**src/design/swwsa_pkg.sv**
```systemverilog
// ----------------------------------------------------------------------------
// swwsa_pkg
// Shared widths, sine constants, register codes and the config bundle.
// ----------------------------------------------------------------------------
`timescale 1ns / 1ps
`default_nettype none

package swwsa_pkg;

   // Sizing
   localparam int COORD_BITS = 12;
   localparam int SINE_BITS  = 16;

   // Register field widths
   localparam int ORIENT_W   = 16;
   localparam int PHASE_W    = 32;
   localparam int COEF_W     = 21;
   localparam int FRAME_W    = 13;
   localparam int CSR_DATA_W = 32;
   localparam int CSR_IDX_W  = 3;

   // Projection and phase
   localparam int MUL_W      = COORD_BITS + 1 + ORIENT_W;
   localparam int PROJ_W     = MUL_W + 1;
   localparam int PROD_SHIFT = ORIENT_W - 1;
   localparam int PROD_W     = PHASE_W + PROD_SHIFT;

   // Sine polynomial, Q30
   localparam int Q_SHIFT  = 30;
   localparam int Z_W      = 31;
   localparam int Z2_W     = 31;
   localparam int SIN_A_W  = 31;
   localparam int SIN_B_W  = 30;
   localparam int SIN_C_W  = 27;
   localparam int T_W      = SIN_C_W + Z2_W - Q_SHIFT;
   localparam int V_W      = SIN_B_W + Z2_W - Q_SHIFT;
   localparam int S_W      = SIN_A_W + Z_W - Q_SHIFT;
   localparam int AMP_W    = SINE_BITS - 1;
   localparam int MP_W     = S_W + AMP_W + 1;
   localparam int M_W      = SINE_BITS;
   localparam int SINE_W   = SINE_BITS + 1;

   localparam logic [Z_W-1:0]     Q30_ONE  = Z_W'(1) << Q_SHIFT;
   localparam logic [SIN_A_W-1:0] SIN_A    = 31'd1686629713;
   localparam logic [SIN_B_W-1:0] SIN_B    = 30'd688904866;
   localparam logic [SIN_C_W-1:0] SIN_C    = 27'd76016977;
   localparam logic [AMP_W-1:0]   SINE_AMP = {AMP_W{1'b1}};
   localparam logic [MP_W-1:0]    Q30_HALF = MP_W'(1) << (Q_SHIFT - 1);

   // Displacement
   localparam int FRAC_BITS = SINE_BITS - 1 + 8;
   localparam int DPROD_W   = SINE_W + COEF_W;
   localparam int VAL_BASE  = (COORD_BITS + FRAC_BITS > DPROD_W) ?
                              COORD_BITS + FRAC_BITS : DPROD_W;
   localparam int VAL_W     = VAL_BASE + 2;
   localparam int SH_W      = VAL_W - FRAC_BITS;
   localparam logic signed [VAL_W-1:0] ROUND_HALF = VAL_W'(1) << (FRAC_BITS - 1);

   // Frame limit
   localparam int LIM_W = (COORD_BITS + 1 > FRAME_W) ? COORD_BITS + 1 : FRAME_W;
   localparam logic [LIM_W-1:0]   LIM_CAP     = LIM_W'(1) << COORD_BITS;
   localparam logic [FRAME_W-1:0] FRAME_RESET = 13'd4096;

   // Register reset values
   localparam logic signed [ORIENT_W-1:0] COS_RESET = 16'sd32767;

   typedef enum logic [CSR_IDX_W-1:0] {
      CSR_COS_ORIENT   = 3'd0,
      CSR_SIN_ORIENT   = 3'd1,
      CSR_WAVE_STEP    = 3'd2,
      CSR_TIME_PHASE   = 3'd3,
      CSR_DISP_COEF_X  = 3'd4,
      CSR_DISP_COEF_Y  = 3'd5,
      CSR_FRAME_WIDTH  = 3'd6,
      CSR_FRAME_HEIGHT = 3'd7
   } csr_index_type;

   typedef struct packed {
      logic signed [ORIENT_W-1:0] cos_orient;
      logic signed [ORIENT_W-1:0] sin_orient;
      logic [PHASE_W-1:0]         wave_step;
      logic [PHASE_W-1:0]         time_phase;
      logic signed [COEF_W-1:0]   disp_coef_x;
      logic signed [COEF_W-1:0]   disp_coef_y;
      logic [COORD_BITS-1:0]      limit_x;
      logic [COORD_BITS-1:0]      limit_y;
   } cfg_type;

   // Largest legal coordinate for a frame size; zero acts as one.
   function automatic logic [COORD_BITS-1:0] frame_limit(input logic [FRAME_W-1:0] size);
      logic [LIM_W-1:0] sz;
      sz = LIM_W'(size);
      if (sz == '0) begin
         frame_limit = '0;
      end else if (sz > LIM_CAP) begin
         frame_limit = '1;
      end else begin
         frame_limit = COORD_BITS'(sz - LIM_W'(1));
      end
   endfunction

endpackage

`default_nettype wire

```
**src/design/swwsa_csr.sv**
```systemverilog
// ----------------------------------------------------------------------------
// swwsa_csr
// Configuration registers; frame sizes are stored as clamp limits.
// ----------------------------------------------------------------------------
`timescale 1ns / 1ps
`default_nettype none

module swwsa_csr (
   input  wire logic                              clock,
   input  wire logic                              reset,
   input  wire logic                              csr_wr_en,
   input  wire logic [swwsa_pkg::CSR_IDX_W-1:0]   csr_index,
   input  wire logic [swwsa_pkg::CSR_DATA_W-1:0]  csr_wdata,
   output swwsa_pkg::cfg_type                     cfg
);
   import swwsa_pkg::*;

   cfg_type cfg_ff;
   cfg_type cfg_in;

   always_comb begin
      cfg_in = cfg_ff;
      if (csr_wr_en) begin
         unique case (csr_index_type'(csr_index))
            CSR_COS_ORIENT:   cfg_in.cos_orient  = ORIENT_W'(csr_wdata);
            CSR_SIN_ORIENT:   cfg_in.sin_orient  = ORIENT_W'(csr_wdata);
            CSR_WAVE_STEP:    cfg_in.wave_step   = PHASE_W'(csr_wdata);
            CSR_TIME_PHASE:   cfg_in.time_phase  = PHASE_W'(csr_wdata);
            CSR_DISP_COEF_X:  cfg_in.disp_coef_x = COEF_W'(csr_wdata);
            CSR_DISP_COEF_Y:  cfg_in.disp_coef_y = COEF_W'(csr_wdata);
            CSR_FRAME_WIDTH:  cfg_in.limit_x     = frame_limit(FRAME_W'(csr_wdata));
            CSR_FRAME_HEIGHT: cfg_in.limit_y     = frame_limit(FRAME_W'(csr_wdata));
            default:          cfg_in = cfg_ff;
         endcase
      end
   end

   always_ff @(posedge clock) begin
      if (reset) begin
         cfg_ff.cos_orient  <= COS_RESET;
         cfg_ff.sin_orient  <= '0;
         cfg_ff.wave_step   <= '0;
         cfg_ff.time_phase  <= '0;
         cfg_ff.disp_coef_x <= '0;
         cfg_ff.disp_coef_y <= '0;
         cfg_ff.limit_x     <= frame_limit(FRAME_RESET);
         cfg_ff.limit_y     <= frame_limit(FRAME_RESET);
      end else begin
         cfg_ff <= cfg_in;
      end
   end

   assign cfg = cfg_ff;

endmodule

`default_nettype wire

```
**config.mk**
```make
export PLATFORM = sky130hd
export DESIGN_NAME = swwsa_csr
export DESIGN_NICKNAME = d
export VERILOG_FILES = /design/src/design/swwsa_pkg.sv /design/src/design/swwsa_csr.sv
export SDC_FILE = /design/constraint.sdc
export NUM_CORES = 1
export LEC_CHECK = 0
export BUFFER_PORTS_ARGS = -buffer_cell sky130_fd_sc_hd__buf_2
export CAP_MARGIN = 25
export CORE_AREA = 2 2 120 122
export CTS_CLUSTER_SIZE = 30
export DETAILED_ROUTE_END_ITERATION = 12
export DIE_AREA = 0 0 122 124
export MAX_ROUTING_LAYER = met4
export PLACE_DENSITY = 0.74
export SKIP_CTS_REPAIR_TIMING = 1
export SKIP_LAST_GASP = 1
export SYNTH_ARGS = -nofsm -noshare
export SYNTH_HDL_FRONTEND = slang
export SYNTH_SLANG_ARGS = --single-unit
```
**constraint.sdc**
```tcl
create_clock -name clock -period 1.5 [get_ports clock]
set_input_delay 0 -clock clock [delete_from_list [all_inputs] [get_ports clock]]
set_output_delay 0 -clock clock [all_outputs]
set_load 0.02 [all_outputs]
```
## After elaboration in Yosys (flattened, before gate mapping)

Index checks and enable logic that the tools add are counted.

| storage, ports and cells | value |
|---|---|
| logic and storage cells | 29 |
| output and inout port bits | 162 |
| register bits after elaboration | 162 |

| operators by class | value |
|---|---|
| magnitude comparators | 1 |
| mux-type cells | 2 |
| reduce and logical (&&, ||, !) cells | 10 |
| $add $sub $neg | 1 |
| equality and inequality tests | 7 |

Operators with widths:

| operator | count |
|---|---|
| 2-to-1 mux 12 bit | 2 |
| AND reduction 2 bit | 8 |
| greater-than comparator 13 bit (second input constant) | 1 |
| zero test 13 bit | 1 |
| equality test 3 bit (second input constant) | 4 |
| subtractor 12 x 1 -> 12 bit (second input constant) | 1 |
| equality test 3 x 2 -> 1 bit (second input constant) | 2 |
| equality test 3 x 1 -> 1 bit (second input constant) | 1 |
| zero test 3 bit | 1 |

## Longest topological paths before layout

| logic depth | value |
|---|---|
| depth after elaboration | 3 |
| depth in mapped cells | 8 |

## Least setup slack after synthesis

No wires, ideal clock.

| timing | value |
|---|---|
| path type | in2reg |
| start point | input port csr_wdata[0] (netlist name) |
| end point | register cfg_ff (netlist bit cfg[8]) |
| stages on the path | 8 |
| path slack | -48 ps |
| path buffers | 1 |
| library setup time | 74 ps |
| arrival time | 1,474 ps |
| cells stage by stage | buf_2 inv_1 ha_1 nor3b_1 o21ai_0 a31oi_1 o21ai_0 o21ai_0 |

| on the way | value |
|---|---|
| word-level cells in the longest chain between the ends | 3 |
| elaborated cells between the ends (all ways) | 5 |
| those cells by class | 1 x add/sub; 1 x order compare; 2 x mux; 1 x reduce/logical |

Ends and longest elaborated chain:

| item | RTL line | source |
|---|---|---|
| start, declared | swwsa_csr.sv:13 | `input wire logic [swwsa_pkg::CSR_DATA_W-1:0] csr_wdata,` |
| subtractor 12 x 1 -> 12 bit / greater-than comparator 13 bit (equally long branches) | swwsa_pkg.sv:98, swwsa_pkg.sv:95 |  |
| 2-to-1 mux 12 bit | swwsa_pkg.sv:95 | `end else if (sz > LIM_CAP) begin` |
| 2-to-1 mux 12 bit * | -- |  |
| end signal, assigned | swwsa_csr.sv:49 | `cfg_ff <= cfg_in;` |
| end, declared | swwsa_csr.sv:18 | `cfg_type cfg_ff;` |

Mark *: on every way between the ends. The rest lies on a longest branch, timed or not.
A chain may end at the register's enable or synchronous reset.

## Worst setup path after layout

| timing | value |
|---|---|
| start point | input port csr_wdata[9] (netlist name) |
| end point | register cfg_ff (netlist bit cfg[18]) |

| on the way | value |
|---|---|
| word-level cells in the longest chain between the ends | 3 |
| elaborated cells between the ends (all ways) | 4 |
| those cells by class | 1 x order compare; 2 x mux; 1 x reduce/logical |

Ends and longest elaborated chain:

| item | RTL line | source |
|---|---|---|
| greater-than comparator 13 bit | swwsa_pkg.sv:95 |  |
| 2-to-1 mux 12 bit | swwsa_pkg.sv:95 |  |
| 2-to-1 mux 12 bit * | swwsa_pkg.sv:93 | `if (sz == '0) begin` |

Marked as above.

==> flow_summary.ini <==
[synth]
yosysSeqAreaShare = 0.532
netlist_area_sq_um = 6100
synth_top_family_by_area = simple AND/OR/NAND/NOR gates
syn-num-nets = 805
synthMuxAreaShare = 0.00513
synth-seq-cells = 162
synthCells = 765
synthXorXnorAreaFrac = 0.00575
synth.area.top_cells = dfxtp_1 53%, nand2_1 16%, a21oi_1 12%, clkbuf_1 3.1%, a211o_1 2.2%
synth_top_area_cell = dfxtp_1
synth.distinct_cells = 43
synth-adder-area-share = 0.00411
synth_compound_area_frac = 0.187
synth_top_area_share = 0.532
yosys_warnings = 0
synth_simple_gate_area_frac = 0.219
avgSynthCellArea_sq_um = 7.97

[route]
final_antenna_net_count = 0
dr_total_vias = 6075
vias_per_cell = 5.18
dr.pass1.iters = 7
drtIter0Drc = 512
wl_microns = 19100
wl_per_cell_microns = 16.3
drt_drc_violations_left = 0

[worst_setup_path]
cp_num_buf_inv = 3
start_kind = input pin
timing.rr.end = cfg[10]
worst_setup_path_end_kind = flip-flop
critPathRequiredTime_ns = 1.78
crit_fanout = 12
cpLargestDelayFamily = buffers and inverters
crit_chain = dlygate4sd3_1 -> buf_2 -> nor2_1 -> nand4_1 -> buf_4 -> o21ai_0 -> a32oi_1
ff2ff_setup_slack_ns = 0.64
crit_type = in -> reg
cpMaxStageDelayCell = dlygate4sd3_1
arrival_ns = 1.64
slowest_delay_ns = 0.54
worstReg2RegStart = cfg[10]
startpoint = csr_wdata[9]
r2r_cells = 3

[clock_tree]
clk_latency_ns = 0.41
numCtsBuffers = 17
path_clk_slew_ns = 0.06
cts_tree = built
clockBufferDepth = 2
h-tree-depth = 4
clock_sinks = 162
cts-root-buf = clkbuf_16

[final_layout]
seqCellArea_sq_um = 3240
multi_input_area_sq_um = 2580
drive_gt1_frac = 0.283
finalNonFillerCells = 1172
fin_area_sq_um = 8260
num-nets-final = 1019
antenna_cells = 0
largest_reg_flops = 162
area_delta_synth_final_pct = 35.6
nFillCells = 1284
final_util = 0.602

[placed_design]
placedCellCount = 1119
port_buffers = 199
postPlaceCellArea_sq_um = 7460
hpwl_microns = 12500
place_congestion = 0.894

[die]
rows = 43
core_area_sq_um = 13700
io_pins = 200
dieArea_sq_um = 15100
chipWidth_microns = 122
fp.dieH_microns = 124
start_util = 0.444

[sta]
tns_ns = 0
worst_pin_slew_ns = 0.425
setup_viol = 0
slew_headroom = 0.717
hold_viol_final = 0
grt_setup_unrepaired = no
period_minus_slack_ns = 1.36
fin_skew_ns = 0
max_freq_ghz = 0.737
period_share = 0.905
slew_viol_final = 0

[worst_hold_path]
holdCritStartpoint = csr_wdata[1]
holdPathStages = 4
hp-class = in -> reg
min_to = cfg[99]

[global_route]
antenna_found_initial = 0
grt_max_degree = 57
grt_pass1_vias = 5334
grtUsageTotal = 0.254
grt_pass1_wl_microns = 28500
gr-total-overflow = 0

[power_and_ir_drop]
p_int_w = 0.00741
combPwrFrac = 0.092
clock_power_share = 0.449
leakage_nw = 3.43
peakVddDrop_mv = 0.790
sw_frac_of_total = 0.237
p_per_area_nw_per_um2 = 1180
p_seq_frac = 0.459
p_switching_w = 0.00230

[run]
max_cap_viol_count = 0

[outcome]
status = complete, no violations
-- cells in the final DEF (no fill, tap or decap), types with 3 or more instances in the layout --
| master | netlist | final |
|---|---|---|
| nand2_1 | 253 | 253 |
| buf_2 | 15 | 198 |
| dfxtp_1 | 162 | 162 |
| a21oi_1 | 147 | 147 |
| buf_4 | 0 | 37 |
| nor2_1 | 25 | 24 |
| dlygate4sd3_1 | 0 | 21 |
| nor2b_1 | 17 | 17 |
| clkbuf_16 | 0 | 17 |
| a211o_1 | 15 | 15 |
| o31ai_1 | 10 | 10 |
| o21ai_0 | 10 | 10 |
| buf_12 | 0 | 6 |
| inv_1 | 4 | 4 |
| nor3_1 | 6 | 4 |
| a32oi_1 | 4 | 4 |
| clkinv_2 | 0 | 4 |
| nor3_2 | 1 | 3 |
| a31oi_1 | 3 | 3 |
| xor2_1 | 3 | 3 |
| bufinv_16 | 0 | 3 |
| clkbuf_1 | 51 | 3 |
| clkinvlp_4 | 0 | 3 |
-- final cells by class --
type,instances,share of cell area
Clock inverter,10,0.0160
Sequential cell,162,0.392
Multi-Input combinational cell,532,0.313
Clock buffer,22,0.0562
Timing Repair Buffer,262,0.193
Inverter,4,0.00182
Tap cell,180,0.0273
-- logic make-up after synthesis --
family,after synthesis
AOI/OAI and AO/OA,201
xor gates and xnor gates,4
adders and majority gates,2
buffers and inverters,71
DFF,162
muxes,3
and+or+nand+nor,322
-- cell usage after synthesis (all sizes together) --
master and number:
o41ai 2, or3 1, or2 1, a21oi 147, clkbuf 51, nor2b 17
nand2b 2, o21a 1, dfxtp 162, and2 1, a211o 15, xnor2 1
xor2 3, ha 2, mux2i 2, a22oi 2, nand2 253, nor3b 2
or4 2, a22o 2, o32ai 1, nor2 26, mux2 1, nand3 2
a31o 1, o21ai 12, o31ai 10, and3 1, inv 4, a31oi 3
a32oi 4, nand4b 2, nand4 2, nor3 7, a211oi 1, buf 16
nor4 3
-- metrics by stage --
stage	setup WS, ns	power, W	hold slack, ns
global placement	0.0182	0.00538	0.256
floorplan	0.0203	0.00502	0.118
global route	0.0142	0.0100	0.00899
CTS	0.395	0.00973	-0.186
finish	0.143	0.00971	0.0123
detailed placement	-0.0652	0.00539	0.261
-- how the worst max path moves through the flow --
stage	cells after the start	slack [ns]	to
2_1_floorplan	8	0.02	cfg[18]
3_3_place_gp	7	0.02	cfg[9]
3_5_place_dp	10	-0.07	cfg[8]
4_1_cts	10	0.39	cfg[8]
5_1_grt	7	0.01	cfg[6]
6_report	7	0.14	cfg[18]
-- routing by layer --
layer / track usage / share of wire / up-vias
li1: - / - / 2974
met1: 0.315 / 0.43 / 2863
met2: 0.401 / 0.48 / 211
met3: 0.0646 / 0.070 / 27
met4: 0.0920 / 0.017 / 0
met5: - / 0 / -
-- tightest hold or removal path: stages --
cell     delay [ns]
buf_2          0.11
buf_4          0.16
nand2_1        0.06
a21oi_1        0.05
-- power groups by stage --
stage	clock network (W)	registers (W)	logic [W]
3_5_place_dp	0	0.00455	0.000845
3_3_place_gp	0	0.00454	0.000839
4_1_cts	0.00443	0.00445	0.000849
6_report	0.00436	0.00445	0.000896
5_1_grt	0.00460	0.00446	0.000967
2_1_floorplan	0	0.00467	0.000351
(Power assumes the default switching activity.)
