File: src/design/swwsa_pkg.sv
// ----------------------------------------------------------------------------
// swwsa_pkg
// Shared widths, sine constants, register codes and the config bundle.
// ----------------------------------------------------------------------------
`timescale 1ns / 1ps
`default_nettype none

package swwsa_pkg;

   // Sizing
   localparam int COORD_BITS = 12;
   localparam int SINE_BITS  = 16;

   // Register field widths
   localparam int ORIENT_W   = 16;
   localparam int PHASE_W    = 32;
   localparam int COEF_W     = 21;
   localparam int FRAME_W    = 13;
   localparam int CSR_DATA_W = 32;
   localparam int CSR_IDX_W  = 3;

   // Projection and phase
   localparam int MUL_W      = COORD_BITS + 1 + ORIENT_W;
   localparam int PROJ_W     = MUL_W + 1;
   localparam int PROD_SHIFT = ORIENT_W - 1;
   localparam int PROD_W     = PHASE_W + PROD_SHIFT;

   // Sine polynomial, Q30
   localparam int Q_SHIFT  = 30;
   localparam int Z_W      = 31;
   localparam int Z2_W     = 31;
   localparam int SIN_A_W  = 31;
   localparam int SIN_B_W  = 30;
   localparam int SIN_C_W  = 27;
   localparam int T_W      = SIN_C_W + Z2_W - Q_SHIFT;
   localparam int V_W      = SIN_B_W + Z2_W - Q_SHIFT;
   localparam int S_W      = SIN_A_W + Z_W - Q_SHIFT;
   localparam int AMP_W    = SINE_BITS - 1;
   localparam int MP_W     = S_W + AMP_W + 1;
   localparam int M_W      = SINE_BITS;
   localparam int SINE_W   = SINE_BITS + 1;

   localparam logic [Z_W-1:0]     Q30_ONE  = Z_W'(1) << Q_SHIFT;
   localparam logic [SIN_A_W-1:0] SIN_A    = 31'd1686629713;
   localparam logic [SIN_B_W-1:0] SIN_B    = 30'd688904866;
   localparam logic [SIN_C_W-1:0] SIN_C    = 27'd76016977;
   localparam logic [AMP_W-1:0]   SINE_AMP = {AMP_W{1'b1}};
   localparam logic [MP_W-1:0]    Q30_HALF = MP_W'(1) << (Q_SHIFT - 1);

   // Displacement
   localparam int FRAC_BITS = SINE_BITS - 1 + 8;
   localparam int DPROD_W   = SINE_W + COEF_W;
   localparam int VAL_BASE  = (COORD_BITS + FRAC_BITS > DPROD_W) ?
                              COORD_BITS + FRAC_BITS : DPROD_W;
   localparam int VAL_W     = VAL_BASE + 2;
   localparam int SH_W      = VAL_W - FRAC_BITS;
   localparam logic signed [VAL_W-1:0] ROUND_HALF = VAL_W'(1) << (FRAC_BITS - 1);

   // Frame limit
   localparam int LIM_W = (COORD_BITS + 1 > FRAME_W) ? COORD_BITS + 1 : FRAME_W;
   localparam logic [LIM_W-1:0]   LIM_CAP     = LIM_W'(1) << COORD_BITS;
   localparam logic [FRAME_W-1:0] FRAME_RESET = 13'd4096;

   // Register reset values
   localparam logic signed [ORIENT_W-1:0] COS_RESET = 16'sd32767;

   typedef enum logic [CSR_IDX_W-1:0] {
      CSR_COS_ORIENT   = 3'd0,
      CSR_SIN_ORIENT   = 3'd1,
      CSR_WAVE_STEP    = 3'd2,
      CSR_TIME_PHASE   = 3'd3,
      CSR_DISP_COEF_X  = 3'd4,
      CSR_DISP_COEF_Y  = 3'd5,
      CSR_FRAME_WIDTH  = 3'd6,
      CSR_FRAME_HEIGHT = 3'd7
   } csr_index_type;

   typedef struct packed {
      logic signed [ORIENT_W-1:0] cos_orient;
      logic signed [ORIENT_W-1:0] sin_orient;
      logic [PHASE_W-1:0]         wave_step;
      logic [PHASE_W-1:0]         time_phase;
      logic signed [COEF_W-1:0]   disp_coef_x;
      logic signed [COEF_W-1:0]   disp_coef_y;
      logic [COORD_BITS-1:0]      limit_x;
      logic [COORD_BITS-1:0]      limit_y;
   } cfg_type;

   // Largest legal coordinate for a frame size; zero acts as one.
   function automatic logic [COORD_BITS-1:0] frame_limit(input logic [FRAME_W-1:0] size);
      logic [LIM_W-1:0] sz;
      sz = LIM_W'(size);
      if (sz == '0) begin
         frame_limit = '0;
      end else if (sz > LIM_CAP) begin
         frame_limit = '1;
      end else begin
         frame_limit = COORD_BITS'(sz - LIM_W'(1));
      end
   endfunction

endpackage

`default_nettype wire

File: src/design/swwsa_disp.sv
// ----------------------------------------------------------------------------
// swwsa_disp
// Three-stage displacement: scale by coefficients, round half up, clamp.
// ----------------------------------------------------------------------------
`timescale 1ns / 1ps
`default_nettype none

module swwsa_disp (
   input  wire logic                              clock,
   input  wire logic                              reset,
   input  wire swwsa_pkg::cfg_type                cfg,
   input  wire logic                              in_valid,
   output logic                                   in_ready,
   input  wire logic signed [swwsa_pkg::SINE_W-1:0] in_sine,
   input  wire logic [swwsa_pkg::COORD_BITS-1:0]  in_x,
   input  wire logic [swwsa_pkg::COORD_BITS-1:0]  in_y,
   output logic                                   out_valid,
   input  wire logic                              out_ready,
   output logic [swwsa_pkg::COORD_BITS-1:0]       sample_x,
   output logic [swwsa_pkg::COORD_BITS-1:0]       sample_y
);
   import swwsa_pkg::*;

   localparam int NST = 3;

   logic [NST-1:0] vld_ff;
   logic [NST-1:0] vld_in;
   logic [NST:0]   en;

   logic signed [DPROD_W-1:0] dx_ff, dy_ff;
   logic [COORD_BITS-1:0]     x_ff, y_ff;
   logic signed [SH_W-1:0]    sx_ff, sy_ff;
   logic [COORD_BITS-1:0]     smp_x_ff, smp_y_ff;

   logic signed [VAL_W-1:0]   vx, vy;
   logic [COORD_BITS-1:0]     cx, cy;

   always_comb begin
      en[NST] = out_ready;
      for (int k = NST - 1; k >= 0; k--) begin
         en[k] = !vld_ff[k] || en[k+1];
      end
      for (int k = 0; k < NST; k++) begin
         if (!en[k]) begin
            vld_in[k] = vld_ff[k];
         end else if (k == 0) begin
            vld_in[k] = in_valid;
         end else begin
            vld_in[k] = vld_ff[k-1];
         end
      end
   end

   always_ff @(posedge clock) begin
      if (reset) begin
         vld_ff <= '0;
      end else begin
         vld_ff <= vld_in;
      end
   end

   // x moves against the sine, y with it
   assign vx = $signed({{(VAL_W-COORD_BITS-FRAC_BITS){1'b0}}, x_ff, {FRAC_BITS{1'b0}}})
               - VAL_W'(dx_ff) + ROUND_HALF;
   assign vy = $signed({{(VAL_W-COORD_BITS-FRAC_BITS){1'b0}}, y_ff, {FRAC_BITS{1'b0}}})
               + VAL_W'(dy_ff) + ROUND_HALF;

   always_comb begin
      if (sx_ff[SH_W-1]) begin
         cx = '0;
      end else if ($unsigned(sx_ff) > SH_W'(cfg.limit_x)) begin
         cx = cfg.limit_x;
      end else begin
         cx = sx_ff[COORD_BITS-1:0];
      end
      if (sy_ff[SH_W-1]) begin
         cy = '0;
      end else if ($unsigned(sy_ff) > SH_W'(cfg.limit_y)) begin
         cy = cfg.limit_y;
      end else begin
         cy = sy_ff[COORD_BITS-1:0];
      end
   end

   always_ff @(posedge clock) begin
      if (en[0]) begin
         dx_ff <= in_sine * cfg.disp_coef_x;
         dy_ff <= in_sine * cfg.disp_coef_y;
         x_ff  <= in_x;
         y_ff  <= in_y;
      end
      if (en[1]) begin
         // dropping the fraction bits floors
         sx_ff <= vx[VAL_W-1:FRAC_BITS];
         sy_ff <= vy[VAL_W-1:FRAC_BITS];
      end
      if (en[2]) begin
         smp_x_ff <= cx;
         smp_y_ff <= cy;
      end
   end

   assign in_ready  = en[0];
   assign out_valid = vld_ff[NST-1];
   assign sample_x  = smp_x_ff;
   assign sample_y  = smp_y_ff;

endmodule

`default_nettype wire

File: config.mk
export PLATFORM = sky130hd
export DESIGN_NAME = swwsa_disp
export DESIGN_NICKNAME = d
export VERILOG_FILES = /design/src/design/swwsa_pkg.sv /design/src/design/swwsa_disp.sv
export SDC_FILE = /design/constraint.sdc
export NUM_CORES = 2
export LEC_CHECK = 0
export ABC_AREA = 1
export BUFFER_PORTS_ARGS = -buffer_cell sky130_fd_sc_hd__buf_2
export CORE_ASPECT_RATIO = 0.9
export CORE_MARGIN = 10
export CORE_UTILIZATION = 59
export CTS_BUF_LIST = sky130_fd_sc_hd__clkbuf_8
export CTS_CLUSTER_SIZE = 24
export DETAILED_ROUTE_END_ITERATION = 7
export PLACE_DENSITY = 0.87
export SYNTH_ARGS = -nofsm -noshare
export SYNTH_HDL_FRONTEND = slang
export SYNTH_SLANG_ARGS = --single-unit
File: constraint.sdc
create_clock -name clock -period 5.4 [get_ports clock]
set_clock_uncertainty 0.05 [all_clocks]
set_input_delay 0.27 -clock clock [delete_from_list [all_inputs] [get_ports clock]]
set_output_delay 0.27 -clock clock [all_outputs]
set_load 0.01 [all_outputs]
Word level (Yosys, flattened, before mapping)

Index checks and enable logic that the tools add are counted.

Register bits: 161
Output and inout port bits: 26
Bits of input ports: 207
Word-level logic and storage cells: 27

$mul: 2
$lt $le $gt $ge: 2
Multiplexer cells: 2
Reductions and logical operators: 6
Add/subtract/negate cells: 4

Operators with widths:

| cell                     | number |
|---|---|
| $add A39 B24 Y40 const B | 2 |
| $mul A17 B21 Y38         | 2 |
| $add A36 B38 Y39         | 1 |
| $sub A36 B38 Y39         | 1 |
| $gt A17 B12 Y1           | 2 |
| $mux W12                 | 2 |
| $logic_not A1 Y1         | 3 |
| $logic_or A1 B1 Y1       | 3 |

Longest topological paths before layout

Depth after elaboration: 4
Gate-level depth with buffers: 29
Mapped depth without buffers: 27

Worst setup path after synthesis

No wires, ideal clock.

Path type: input to register
Start point: input port cfg[44] (netlist bit)
End point: register dy_ff[37], data pin
Cell stages on the path: 23
Buffers on the path: 2
Setup time: 256 ps
Data required time: 5094 ps
Slack: -462 ps
Data arrival time: 5556 ps
Path through: clkbuf_1 clkbuf_1 nand2_1 fa_1 inv_1 fa_1 inv_1 fa_1 inv_1 fa_1 inv_1 fa_1 fa_1 inv_1 ha_1 nand2_1 nor2_1 nand2_1 nor2_1 nand2_1 and2_0 nand3_1 nand2_1

Word-level cells in the longest chain between the ends: 1

Ends and longest elaborated chain:

| element              | RTL line         | source |
|---|---|---|
| start, declared      | swwsa_disp.sv:11 | `input wire swwsa_pkg::cfg_type cfg,` |
| $mul A17 B21 Y38     | swwsa_disp.sv:88 | `dy_ff <= in_sine * cfg.disp_coef_y;` |
| end signal, assigned | swwsa_disp.sv:88 |  |
| end, declared        | swwsa_disp.sv:30 | `logic signed [DPROD_W-1:0] dx_ff, dy_ff;` |

No other way between the ends.
A chain may end at the register's enable or synchronous reset.

Worst setup path in the final report

Start point: input port in_sine[3] (netlist bit)
End point: register dy_ff[37], data pin

Word-level cells in the longest chain between the ends: 1

Ends and longest elaborated chain:

| element          | RTL line         | source |
|---|---|---|
| start, declared  | swwsa_disp.sv:14 | `input wire logic signed [swwsa_pkg::SINE_W-1:0] in_sine,` |
| $mul A17 B21 Y38 | swwsa_disp.sv:88 |  |

No other way between the ends.

==> results.sh <==
export IMPL_outcome="completed"
export IMPL_die_h_um=250.2
export IMPL_worst_hold_slack_ns=0.1374
export IMPL_maxCapViolCount=0
export IMPL_fin_crit_ns=5.358
export IMPL_use_met3_pct=4.782
export IMPL_yosysWarnings=0
export IMPL_die_w_um=275.8
export IMPL_grt_pass1_vias=32510
export IMPL_wl_per_cell_um=17.99
export IMPL_whs_path_depth=5
export IMPL_start_kind="input pin"
export IMPL_drtIter0Drc=2661
export IMPL_grt_max_degree=51
export IMPL_antenna_left=0
export IMPL_netlist_area_um2=34750
export IMPL_setup_tns_ns=0
export IMPL_cts_root_buffer="clkbuf_8"
export IMPL_worst_slack_ns=0.04166
export IMPL_cp_required_ns=5.62
export IMPL_ys_ff_latch=139
export IMPL_hold_end="sample_x[2]"
export IMPL_cts_buffers=17
export IMPL_area_growth_synth_to_final_pct=15.82
export IMPL_max_slew_margin_pct=13.58
export IMPL_initial_core_util_pct=59.58
export IMPL_worstReg2RegEnd="dx_ff[1]"
export IMPL_final_net_count=5858
export IMPL_cts_sinks=139
export IMPL_ioPinCount=233
export IMPL_avgViaCountPerCell=5.397
export IMPL_path_clk_slew_ns=0.11
export IMPL_fin_crit_sh_pct=99.23
export IMPL_grt_pass1_wl_mm=158.0
export IMPL_synth_nets=5460
export IMPL_firstDrtPassIters=6
export IMPL_final_cell_mix="inv_1, nand2_1, fa_1"
export IMPL_fin_area_um2=40250
export IMPL_r2r_slack_ns=2.41
export IMPL_grt_ovfl_total=0
export IMPL_cts_htree_levels=4
export IMPL_rr_startpoint="vld_ff[2]"
export IMPL_grt_use_met2_pct=51.63
export IMPL_gp_congestion=0.9706
export IMPL_slew_viol_final=0
export IMPL_hold_viol=0
export IMPL_clk_latency_ns=0.50
export IMPL_max_freq_ghz=0.1866
export IMPL_drive_above_1_share_pct=15.27
export IMPL_dpl_cell_area_um2=38990
export IMPL_setup_viol_count_final=0
export IMPL_min_from="cfg[14]"
export IMPL_cp_end_kind="flip-flop"
export IMPL_syn_avg_cell_area_um2=8.062
export IMPL_wl_mm=98.91
export IMPL_port_buffers=136
export IMPL_antenna_found_initial=3
export IMPL_cts_tree="built"
export IMPL_die_area_um2=69030
export IMPL_ys_types=58
export IMPL_ys_seq_area_share_pct=11.92
export IMPL_hpwl_mm=82.08
export IMPL_worstSetupPathType="in -> reg"
export IMPL_hold_class="in -> reg"
export IMPL_clock_path_buffers=2
export IMPL_top_usage_layer="met2"
export IMPL_dr_total_vias=29670
export IMPL_drc=0
export IMPL_crit_arrival_ns=5.58
export IMPL_num_rows=84
export IMPL_pre_cts_ws_ns=-0.6964
export IMPL_worst_pin_slew_ns=1.293
export IMPL_reg2reg_depth=4
export IMPL_syn_inst=4311
export IMPL_core_um2=58330
export IMPL_path_max_fanout=8
export IMPL_final_common_cell="inv_1"
export IMPL_grt_total_usage_pct=28.52
export IMPL_use_met1_pct=32.04
[registers in the layout, indices dropped and copies added, names as in the netlist]
register	cells
x_ff	12
y_ff	12
dx_ff	38
dy_ff	16
sample_x	12
sy_ff	17
vld_ff	3
sample_y	12
sx_ff	17
[worst max-delay path by stage]
stage	start	cells after the start	slack [ns]	endpoint
3_3_place_gp	in_sine[2]	23	-0.48	dy_ff[36]
4_1_cts	in_sine[5]	21	0.02	dy_ff[32]
3_5_place_dp	in_sine[2]	22	-0.70	dy_ff[27]
6_report	in_sine[3]	24	0.04	dy_ff[37]
5_1_grt	in_sine[3]	22	-0.05	dx_ff[37]
2_1_floorplan	cfg[44]	23	-0.03	dy_ff[37]
[through the flow]
step	utilization [%]	std cells
after CTS	67.98	5485
after global placement	66.85	5427
after detailed placement	66.85	5427
after global routing	69.00	5497
final	69.00	5497
after floorplan	-	4311
[final cells by class]
class	instances	area, um^2
Sequential cell	139	4144
Clock buffer	17	234.0
Inverter	1254	4707
Fill cell	4140	18080
Antenna cell	1	2.502
Tap cell	774	968.4
Timing Repair Buffer	557	4405
Clock inverter	15	155.1
Multi-Input combinational cell	2740	25630
[critical path, cell delays in order]
cell	delay (ns)
buf_6	0.13
buf_12	0.17
buf_12	0.12
nand2_1	0.05
inv_1	0.13
fa_2	0.50
fa_2	0.59
inv_2	0.08
fa_1	0.57
inv_1	0.08
fa_1	0.54
inv_1	0.10
fa_1	0.40
fa_1	0.52
inv_1	0.05
ha_1	0.29
buf_4	0.16
a21oi_1	0.15
o21ai_0	0.12
a21o_1	0.16
nor2_1	0.14
nand3_1	0.11
o21ai_0	0.08
nand2_1	0.07
[Yosys cell counts (all sizes together)]
cell | number | area (um^2)
inv | 1254 | 4707
and3 | 4 | 25.02
nor4 | 14 | 100.1
or2 | 16 | 100.1
edfxtp | 136 | 4084
nand3 | 99 | 510.5
or3b | 1 | 8.760
a211oi | 4 | 35.03
a21oi | 135 | 679.4
a221oi | 1 | 8.760
o211ai | 3 | 27.52
nand4 | 25 | 162.6
nand2 | 1049 | 3995
buf | 13 | 78.82
a31o | 1 | 8.760
nor2 | 223 | 864.6
xor2 | 53 | 464.2
nor3 | 27 | 145.1
and2 | 1 | 6.260
a21boi | 6 | 45.04
a41oi | 1 | 8.760
a311oi | 1 | 8.760
nand3b | 3 | 22.52
nor4b | 1 | 8.760
dfxtp | 3 | 60.06
clkbuf | 165 | 619.3
a22oi | 1 | 7.510
o21a | 2 | 15.01
ha | 230 | 2878
fa | 712 | 14250
o21bai | 15 | 112.6
nor3b | 2 | 20.02
o21ai | 67 | 342.8
a31oi | 5 | 31.28
xnor2 | 17 | 148.9
o2111ai | 1 | 8.760
a21o | 20 | 150.1
[logic make-up after synthesis]
group                      synth area share [%]
and+or+nand+nor                           17.18
buffers and inverters                     15.55
xor gates and xnor gates                  1.764
adders and majority gates                 49.29
DFF                                       11.92
AOI/OAI and AO/OA                         4.288
[metal layers]
| layer | vias up | share of wire [%] |
|---|---|---|
| li1 | 13240 | - |
| met1 | 14340 | 35 |
| met2 | 1565 | 52 |
| met3 | 519 | 7.3 |
| met4 | 2 | 6.1 |
| met5 | - | 0.0081 |
[timing repair]
action | in CTS | in global routing
resized for setup | 5 | 125
setup endpoints to repair | 10 | 36
hold endpoints to repair | 27 | 0
hold buffers | 26 | 0
cloned | 0 | 3
buffers inserted | 0 | 8
pin swaps | 0 | 28
Power is left out: the tool's default activity adds up to more than one toggle a clock period on the data nets, which glitch-free logic cannot reach.
