## src/design/swwsa_pkg.sv

```systemverilog
// ----------------------------------------------------------------------------
// swwsa_pkg
// Shared widths, sine constants, register codes and the config bundle.
// ----------------------------------------------------------------------------
`timescale 1ns / 1ps
`default_nettype none

package swwsa_pkg;

   // Sizing
   localparam int COORD_BITS = 12;
   localparam int SINE_BITS  = 16;

   // Register field widths
   localparam int ORIENT_W   = 16;
   localparam int PHASE_W    = 32;
   localparam int COEF_W     = 21;
   localparam int FRAME_W    = 13;
   localparam int CSR_DATA_W = 32;
   localparam int CSR_IDX_W  = 3;

   // Projection and phase
   localparam int MUL_W      = COORD_BITS + 1 + ORIENT_W;
   localparam int PROJ_W     = MUL_W + 1;
   localparam int PROD_SHIFT = ORIENT_W - 1;
   localparam int PROD_W     = PHASE_W + PROD_SHIFT;

   // Sine polynomial, Q30
   localparam int Q_SHIFT  = 30;
   localparam int Z_W      = 31;
   localparam int Z2_W     = 31;
   localparam int SIN_A_W  = 31;
   localparam int SIN_B_W  = 30;
   localparam int SIN_C_W  = 27;
   localparam int T_W      = SIN_C_W + Z2_W - Q_SHIFT;
   localparam int V_W      = SIN_B_W + Z2_W - Q_SHIFT;
   localparam int S_W      = SIN_A_W + Z_W - Q_SHIFT;
   localparam int AMP_W    = SINE_BITS - 1;
   localparam int MP_W     = S_W + AMP_W + 1;
   localparam int M_W      = SINE_BITS;
   localparam int SINE_W   = SINE_BITS + 1;

   localparam logic [Z_W-1:0]     Q30_ONE  = Z_W'(1) << Q_SHIFT;
   localparam logic [SIN_A_W-1:0] SIN_A    = 31'd1686629713;
   localparam logic [SIN_B_W-1:0] SIN_B    = 30'd688904866;
   localparam logic [SIN_C_W-1:0] SIN_C    = 27'd76016977;
   localparam logic [AMP_W-1:0]   SINE_AMP = {AMP_W{1'b1}};
   localparam logic [MP_W-1:0]    Q30_HALF = MP_W'(1) << (Q_SHIFT - 1);

   // Displacement
   localparam int FRAC_BITS = SINE_BITS - 1 + 8;
   localparam int DPROD_W   = SINE_W + COEF_W;
   localparam int VAL_BASE  = (COORD_BITS + FRAC_BITS > DPROD_W) ?
                              COORD_BITS + FRAC_BITS : DPROD_W;
   localparam int VAL_W     = VAL_BASE + 2;
   localparam int SH_W      = VAL_W - FRAC_BITS;
   localparam logic signed [VAL_W-1:0] ROUND_HALF = VAL_W'(1) << (FRAC_BITS - 1);

   // Frame limit
   localparam int LIM_W = (COORD_BITS + 1 > FRAME_W) ? COORD_BITS + 1 : FRAME_W;
   localparam logic [LIM_W-1:0]   LIM_CAP     = LIM_W'(1) << COORD_BITS;
   localparam logic [FRAME_W-1:0] FRAME_RESET = 13'd4096;

   // Register reset values
   localparam logic signed [ORIENT_W-1:0] COS_RESET = 16'sd32767;

   typedef enum logic [CSR_IDX_W-1:0] {
      CSR_COS_ORIENT   = 3'd0,
      CSR_SIN_ORIENT   = 3'd1,
      CSR_WAVE_STEP    = 3'd2,
      CSR_TIME_PHASE   = 3'd3,
      CSR_DISP_COEF_X  = 3'd4,
      CSR_DISP_COEF_Y  = 3'd5,
      CSR_FRAME_WIDTH  = 3'd6,
      CSR_FRAME_HEIGHT = 3'd7
   } csr_index_type;

   typedef struct packed {
      logic signed [ORIENT_W-1:0] cos_orient;
      logic signed [ORIENT_W-1:0] sin_orient;
      logic [PHASE_W-1:0]         wave_step;
      logic [PHASE_W-1:0]         time_phase;
      logic signed [COEF_W-1:0]   disp_coef_x;
      logic signed [COEF_W-1:0]   disp_coef_y;
      logic [COORD_BITS-1:0]      limit_x;
      logic [COORD_BITS-1:0]      limit_y;
   } cfg_type;

   // Largest legal coordinate for a frame size; zero acts as one.
   function automatic logic [COORD_BITS-1:0] frame_limit(input logic [FRAME_W-1:0] size);
      logic [LIM_W-1:0] sz;
      sz = LIM_W'(size);
      if (sz == '0) begin
         frame_limit = '0;
      end else if (sz > LIM_CAP) begin
         frame_limit = '1;
      end else begin
         frame_limit = COORD_BITS'(sz - LIM_W'(1));
      end
   endfunction

endpackage

`default_nettype wire

```

## src/design/swwsa_phase.sv

```systemverilog
// ----------------------------------------------------------------------------
// swwsa_phase
// Four-stage pipe: orientation products, projection, scale, add time phase.
// ----------------------------------------------------------------------------
`timescale 1ns / 1ps
`default_nettype none

module swwsa_phase (
   input  wire logic                              clock,
   input  wire logic                              reset,
   input  wire swwsa_pkg::cfg_type                cfg,
   input  wire logic                              in_valid,
   output logic                                   in_ready,
   input  wire logic [swwsa_pkg::COORD_BITS-1:0]  in_x,
   input  wire logic [swwsa_pkg::COORD_BITS-1:0]  in_y,
   output logic                                   out_valid,
   input  wire logic                              out_ready,
   output logic [swwsa_pkg::PHASE_W-1:0]          out_phase,
   output logic [swwsa_pkg::COORD_BITS-1:0]       out_x,
   output logic [swwsa_pkg::COORD_BITS-1:0]       out_y
);
   import swwsa_pkg::*;

   localparam int NST = 4;

   logic [NST-1:0] vld_ff;
   logic [NST-1:0] vld_in;
   logic [NST:0]   en;

   logic signed [MUL_W-1:0]  mcos_ff, msin_ff;
   logic signed [PROJ_W-1:0] proj_ff;
   logic [PHASE_W-1:0]       prod_ff, phase_ff;
   logic [COORD_BITS-1:0]    x_ff [NST];
   logic [COORD_BITS-1:0]    y_ff [NST];

   logic signed [PROD_W-1:0] prod_full;

   always_comb begin
      en[NST] = out_ready;
      for (int k = NST - 1; k >= 0; k--) begin
         en[k] = !vld_ff[k] || en[k+1];
      end
      for (int k = 0; k < NST; k++) begin
         if (!en[k]) begin
            vld_in[k] = vld_ff[k];
         end else if (k == 0) begin
            vld_in[k] = in_valid;
         end else begin
            vld_in[k] = vld_ff[k-1];
         end
      end
   end

   always_ff @(posedge clock) begin
      if (reset) begin
         vld_ff <= '0;
      end else begin
         vld_ff <= vld_in;
      end
   end

   // only product bits PROD_SHIFT up to PROD_SHIFT+PHASE_W-1 reach the phase
   assign prod_full = proj_ff * $signed({1'b0, cfg.wave_step});

   always_ff @(posedge clock) begin
      if (en[0]) begin
         mcos_ff <= $signed({1'b0, in_x}) * cfg.cos_orient;
         msin_ff <= $signed({1'b0, in_y}) * cfg.sin_orient;
         x_ff[0] <= in_x;
         y_ff[0] <= in_y;
      end
      if (en[1]) begin
         proj_ff <= mcos_ff + msin_ff;
         x_ff[1] <= x_ff[0];
         y_ff[1] <= y_ff[0];
      end
      if (en[2]) begin
         prod_ff <= prod_full[PROD_SHIFT +: PHASE_W];
         x_ff[2] <= x_ff[1];
         y_ff[2] <= y_ff[1];
      end
      if (en[3]) begin
         phase_ff <= prod_ff + cfg.time_phase;
         x_ff[3]  <= x_ff[2];
         y_ff[3]  <= y_ff[2];
      end
   end

   assign in_ready  = en[0];
   assign out_valid = vld_ff[NST-1];
   assign out_phase = phase_ff;
   assign out_x     = x_ff[NST-1];
   assign out_y     = y_ff[NST-1];

endmodule

`default_nettype wire

```

## config.mk

```make
export PLATFORM = sky130hd
export DESIGN_NAME = swwsa_phase
export DESIGN_NICKNAME = d
export VERILOG_FILES = /design/src/design/swwsa_pkg.sv /design/src/design/swwsa_phase.sv
export SDC_FILE = /design/constraint.sdc
export NUM_CORES = 2
export LEC_CHECK = 0
export BUFFER_PORTS_ARGS = -buffer_cell sky130_fd_sc_hd__buf_2
export CAP_MARGIN = 20
export CORE_UTILIZATION = 59
export CTS_BUF_LIST = sky130_fd_sc_hd__clkbuf_2
export DETAILED_ROUTE_END_ITERATION = 7
export PLACE_DENSITY = 0.8
export SLEW_MARGIN = 10
export SYNTH_ARGS = -nofsm -noshare
export SYNTH_HDL_FRONTEND = slang
export SYNTH_SLANG_ARGS = --single-unit
export TNS_END_PERCENT = 5
```

## constraint.sdc

```tcl
create_clock -name clock -period 6.8 [get_ports clock]
set_input_delay 0.34 -clock clock [delete_from_list [all_inputs] [get_ports clock]]
set_output_delay 0.34 -clock clock [all_outputs]
set_load 0.05 [all_outputs]
```

# Yosys cells after proc, flatten, opt, wreduce, memory -nomap -nowiden
# Memory sizes are Yosys's and may differ from the RTL's.
# Cells that the tools add are included.
[classes]
add_sub_neg = 2
n_mul = 3
mux = 8
n_reduce_logical = 8
[op_table]
columns = ["cell", "count"]
rows = [
  ["$mul A13 B16 Y29", 2],
  ["$mul A30 B33 Y47", 1],
  ["$add A32 B32 Y32", 1],
  ["$add A29 B29 Y30", 1],
  ["$mux W1", 8],
  ["$logic_not A1 Y1", 4],
  ["$logic_or A1 B1 Y1", 4],
]
[totals]
regBits = 156
ramBits = 96
inputBits = 190
output_inout_bits = 58
n_memories = 2
[memory_table]
columns = ["name", "depth", "width", "rd", "rd_clocked_by_memory_dff", "write_ports", "line", "rtl"]
rows = [
  ["x_ff", 4, 12, 4, 0, 4, "swwsa_phase.sv:33", "logic [COORD_BITS-1:0] x_ff [NST];"],
  ["y_ff", 4, 12, 4, 0, 4, "swwsa_phase.sv:34", "logic [COORD_BITS-1:0] y_ff [NST];"],
]

# Depth between registers and ports, before layout
[depth]
depth_word = 7
mapped_depth = 28
depth_no_buf = 26

# Worst setup path after synthesis
# No wires, ideal clock.
[synth_timing]
path_kind = "input to register"
from = "input port cfg[125] in the netlist's numbering"
to = "register prod_ff[31], data pin"
setup_time_ns = 0.261
arrival_time_ns = 6.694
required_ns = 6.539
path_slack_ns = -0.155
path_stages = 24
n_path_buf = 2
path_cell_list = "clkbuf_1 -> clkbuf_1 -> nand2_1 -> fa_1 -> fa_1 -> fa_1 -> fa_1 -> inv_1 -> fa_1 -> fa_1 -> fa_1 -> inv_1 -> fa_1 -> inv_1 -> ha_1 -> a21oi_1 -> o21ai_0 -> a21o_1 -> a31o_2 -> a21oi_1 -> o21ai_0 -> a31oi_1 -> o21ai_0 -> xnor2_1"
[synth_between]
elab_chain_len = 1
[synth_rtl]
columns = ["element", "line", "rtl"]
rows = [
  ["start, declared", "swwsa_phase.sv:11", "input wire swwsa_pkg::cfg_type cfg,"],
  ["$mul A30 B33 Y47", "swwsa_phase.sv:63", "assign prod_full = proj_ff * $signed({1'b0, cfg.wave_step});"],
  ["net prod_full[46]", "swwsa_phase.sv:36", "logic signed [PROD_W-1:0] prod_full;"],
  ["end signal, assigned", "swwsa_phase.sv:78", "prod_ff <= prod_full[PROD_SHIFT +: PHASE_W];"],
  ["end, declared", "swwsa_phase.sv:32", "logic [PHASE_W-1:0] prod_ff, phase_ff;"],
]
# The timed path passes the listed nets, and every way through them passes these cells.
# A chain may end at the register's enable or synchronous reset.

# Worst setup path after layout
[layout_timing]
from = "register proj_ff[3]"
to = "register prod_ff[27], data pin"
[layout_between]
elab_chain_len = 1
[layout_rtl]
columns = ["element", "line", "rtl"]
rows = [
  ["start, declared", "swwsa_phase.sv:31", "logic signed [PROJ_W-1:0] proj_ff;"],
  ["start signal, assigned", "swwsa_phase.sv:73", "proj_ff <= mcos_ff + msin_ff;"],
  ["$mul A30 B33 Y47", "swwsa_phase.sv:63", ""],
  ["net prod_full[42]", "swwsa_phase.sv:36", ""],
]
# The timed path passes the listed nets, and every way through them passes these cells.

==> results.sh <==
export IMPL_yosys_area_top_type="fa_1"
export IMPL_start_kind="flip-flop"
export IMPL_crit_reg2reg_launch="proj_ff[3]"
export IMPL_detail_route_antenna_nets=0
export IMPL_drt_iter0_drc=2336
export IMPL_dieArea_um2=87500
export IMPL_routed_via_density=5.42
export IMPL_num_vias=36800
export IMPL_hold_viol=0
export IMPL_drive_gt1_share_pct=12.6
export IMPL_die_w_um=296
export IMPL_portBuffers=181
export IMPL_setup_tns_ps=-6670
export IMPL_area_delta_synth_final_pct=12.7
export IMPL_r2r_slack_ps=-390
export IMPL_synth_area_leaders="fa_1 (43%), edfxtp_1 (15%), ha_1 (9.5%)"
export IMPL_cts_buffers=69
export IMPL_hold_start="in_y[11]"
export IMPL_path_clk_slew_ps=150
export IMPL_wire_per_inst_um=18.4
export IMPL_yosys_top_cells_count="inv_1 (1212), fa_1 (1093), and2_1 (675)"
export IMPL_setup_viol=25
export IMPL_cap_violations=0
export IMPL_first_pass_iters=6
export IMPL_syn_nets=6821
export IMPL_synth_compound_area_share_pct=4.51
export IMPL_routed_wl_um=125000
export IMPL_synthArstFlopShare_pct=0
export IMPL_clk_latency_ps=1050
export IMPL_max_slew_margin_pct=38.3
export IMPL_fin_crit_ps=7190
export IMPL_rows=107
export IMPL_synth_top_family_by_area="adder cells"
export IMPL_min_path_cells=2
export IMPL_grt_setup_unrepaired="true"
export IMPL_synth_xor_area_share_pct=2.80
export IMPL_num_nets_final=7255
export IMPL_hold_end="y_ff[0][11]"
export IMPL_violations="negative setup slack"
export IMPL_cts_root_buf="clkbuf_2"
export IMPL_cts_sinks=252
export IMPL_arrival_ps=7990
export IMPL_synth_main_ff_cell="edfxtp_1"
export IMPL_ys_seq_elements=252
export IMPL_post_synth_top_count_cell="inv_1"
export IMPL_cp_max_fo=6
export IMPL_core_um2=85300
export IMPL_gr_usage_all_layers_pct=29.9
export IMPL_crit_type="flip-flop to flip-flop"
export IMPL_fmax_mhz=139
export IMPL_die_height_um=296
export IMPL_cts_tree="yes"
export IMPL_crit_path_end_kind="flip-flop"
export IMPL_grt_pass1_wl_um=202000
export IMPL_cts_buffer_depth=3
export IMPL_htreeDepth=3
export IMPL_post_place_ws_ps=-712
export IMPL_antenna_found_initial=9
export IMPL_timing_hold_ws_ps=189
export IMPL_synth_area_um2=50900
export IMPL_start_util_pct=59.7
export IMPL_synthAdderAreaFrac_pct=52.4
export IMPL_globalRoute_totalOverflow=0
export IMPL_synth_edf_count=248
export IMPL_rr_endpoint="prod_ff[27]"
export IMPL_fin_crit_sh_pct=106
export IMPL_synth_avg_cell_area_um2=9.88
export IMPL_ys_warn_count=0
export IMPL_reg2reg_depth=25
export IMPL_yosysTopAreaCellShare_pct=43.0
export IMPL_synth_simple_gate_area_share_pct=14.9
export IMPL_drcViolationCount=0
export IMPL_hold_class="primary input to flip-flop"
export IMPL_grt_max_degree=65
export IMPL_grt_pass1_vias=40300
export IMPL_worstPathRequired_ps=7600
export IMPL_final_max_slew_violation_count=0
export IMPL_io_pins=248
export IMPL_worst_slew_pin_slew_ps=925
export IMPL_finalWorstSetupSlack_ps=-387
export IMPL_hpwl_um=102000
export IMPL_status="complete, but fails checks"
export IMPL_yosysSeqAreaShare_pct=14.8
export IMPL_synthCells=5153
export IMPL_place_congestion=0.949
export IMPL_muxShareOfSynthArea_pct=0.0590
export IMPL_synth_distinct_cells=74
export IMPL_clock_skew_ps=92.5
worst max-delay path: stages (launching register included):
cell and delay, ps:
edfxtp_1 450, buf_6 160, and2_1 150, fa_1 560, fa_1 440, fa_1 540, inv_1 60, fa_1 470
inv_1 50, fa_1 500, fa_1 430, fa_1 490, inv_1 50, fa_1 540, inv_2 60, ha_4 210
o21a_1 180, o211ai_1 230, buf_4 190, or2_4 120, o22ai_1 80, nor2_2 140, o21ai_4 120, o31a_1 360
buf_4 160, a221oi_2 240
kinds of logic (layout without fill, tap and decap cells):
group                      Yosys count  in the layout
AOI/OAI and AO/OA                  338            338
xor gates and xnor gates           163            163
adders and majority gates         1478           1478
buffers and inverters             1429           1913
DFF                                252            252
muxes                                3              3
other                                0              5
and+or+nand+nor                   1490           1490
flip-flops by register name, indices dropped and copies added, names as in the netlist:
name and flops:
msin_ff 29, y_ff 48, out_phase 32, vld_ff 4, x_ff 48, mcos_ff 29, prod_ff 32, proj_ff 30
metal layers:
| metal | track usage (%) | routed length (um) | up-vias |
|---|---|---|---|
| met1 | 34.6 | 44500 | 18600 |
| li1 | - | - | 16200 |
| met4 | 17.3 | 7570 | 8 |
| met5 | 0 | 56 | - |
| met2 | 53.0 | 65200 | 1485 |
| met3 | 4.39 | 7630 | 432 |
worst max-delay path by stage:
| stage | startpoint | end | slack [ps] |
|---|---|---|---|
| after floorplan | proj_ff[18] | prod_ff[24] | -20 |
| after global placement | cfg[110] | prod_ff[24] | -460 |
| after detailed placement | cfg[110] | prod_ff[24] | -710 |
| after CTS | proj_ff[5] | prod_ff[24] | -340 |
| after global routing | proj_ff[3] | prod_ff[27] | -580 |
| final | proj_ff[3] | prod_ff[27] | -390 |
cells in the final DEF (no fill, tap or decap), types with 6 or more instances in the layout:
master         synthesis  layout
o211ai_1               6       6
edfxtp_1             248     248
buf_6                  0      20
a211oi_1              12       9
a21oi_2                3       9
o21ai_1                7       9
nor2b_1               21      21
fa_2                   0      27
buf_2                  0     182
nand3_1               12      10
ha_1                 385     366
a21oi_1              103      92
fa_1                1093    1066
clkinv_1               0      21
nand4_1                8       8
xor2_1                35      35
nand2b_1              20      19
nand2_1              601     596
o21ai_0               46      39
bufinv_16              0       6
o21a_1                21      21
or3_1                  7       7
inv_1               1212    1203
dlygate4sd3_1          0      88
inv_2                  0      10
nor2_1                95      93
and3_1                13      12
a21o_1                44      44
xnor2_1              128     128
buf_4                  0     265
buf_12                 0      24
o21bai_1              17      17
ha_4                   0      19
clkbuf_2               0      87
a31oi_1                8       6
nor3_1                22      22
and2_1               675     672
layout make-up:
type / count / area [um^2]
antenna: 5 / 12.5
clock buffer: 87 / 435
clock inverter: 34 / 297
fill: 6319 / 27900
inverter: 1212 / 4550
multi-input combinational: 3472 / 38600
sequential: 252 / 7530
tap: 1144 / 1430
timing repair buffer: 580 / 4500
timing repair:
item,4_1_cts,5_1_grt
gates resized for setup,88,43
gates cloned,1,0
pin swaps,83,57
endpoints found under the setup margin,26,28
hold buffers,88,0
endpoints found under the hold margin,65,0
setup buffers,13,8
metrics by stage:
stage / util [%] / std cells / instance area (um^2)
4_1_cts: 67.0 / 6773 / 57100
3_5_place_dp: 64.4 / 6550 / 55000
6_report: 67.3 / 6786 / 57400
2_1_floorplan: - / 5153 / 51000
5_1_grt: 67.3 / 6784 / 57400
3_3_place_gp: 64.4 / 6550 / 55000
Power is not shown: default switching activity piles up to over one toggle a cycle in this logic, so the estimate is an artifact.
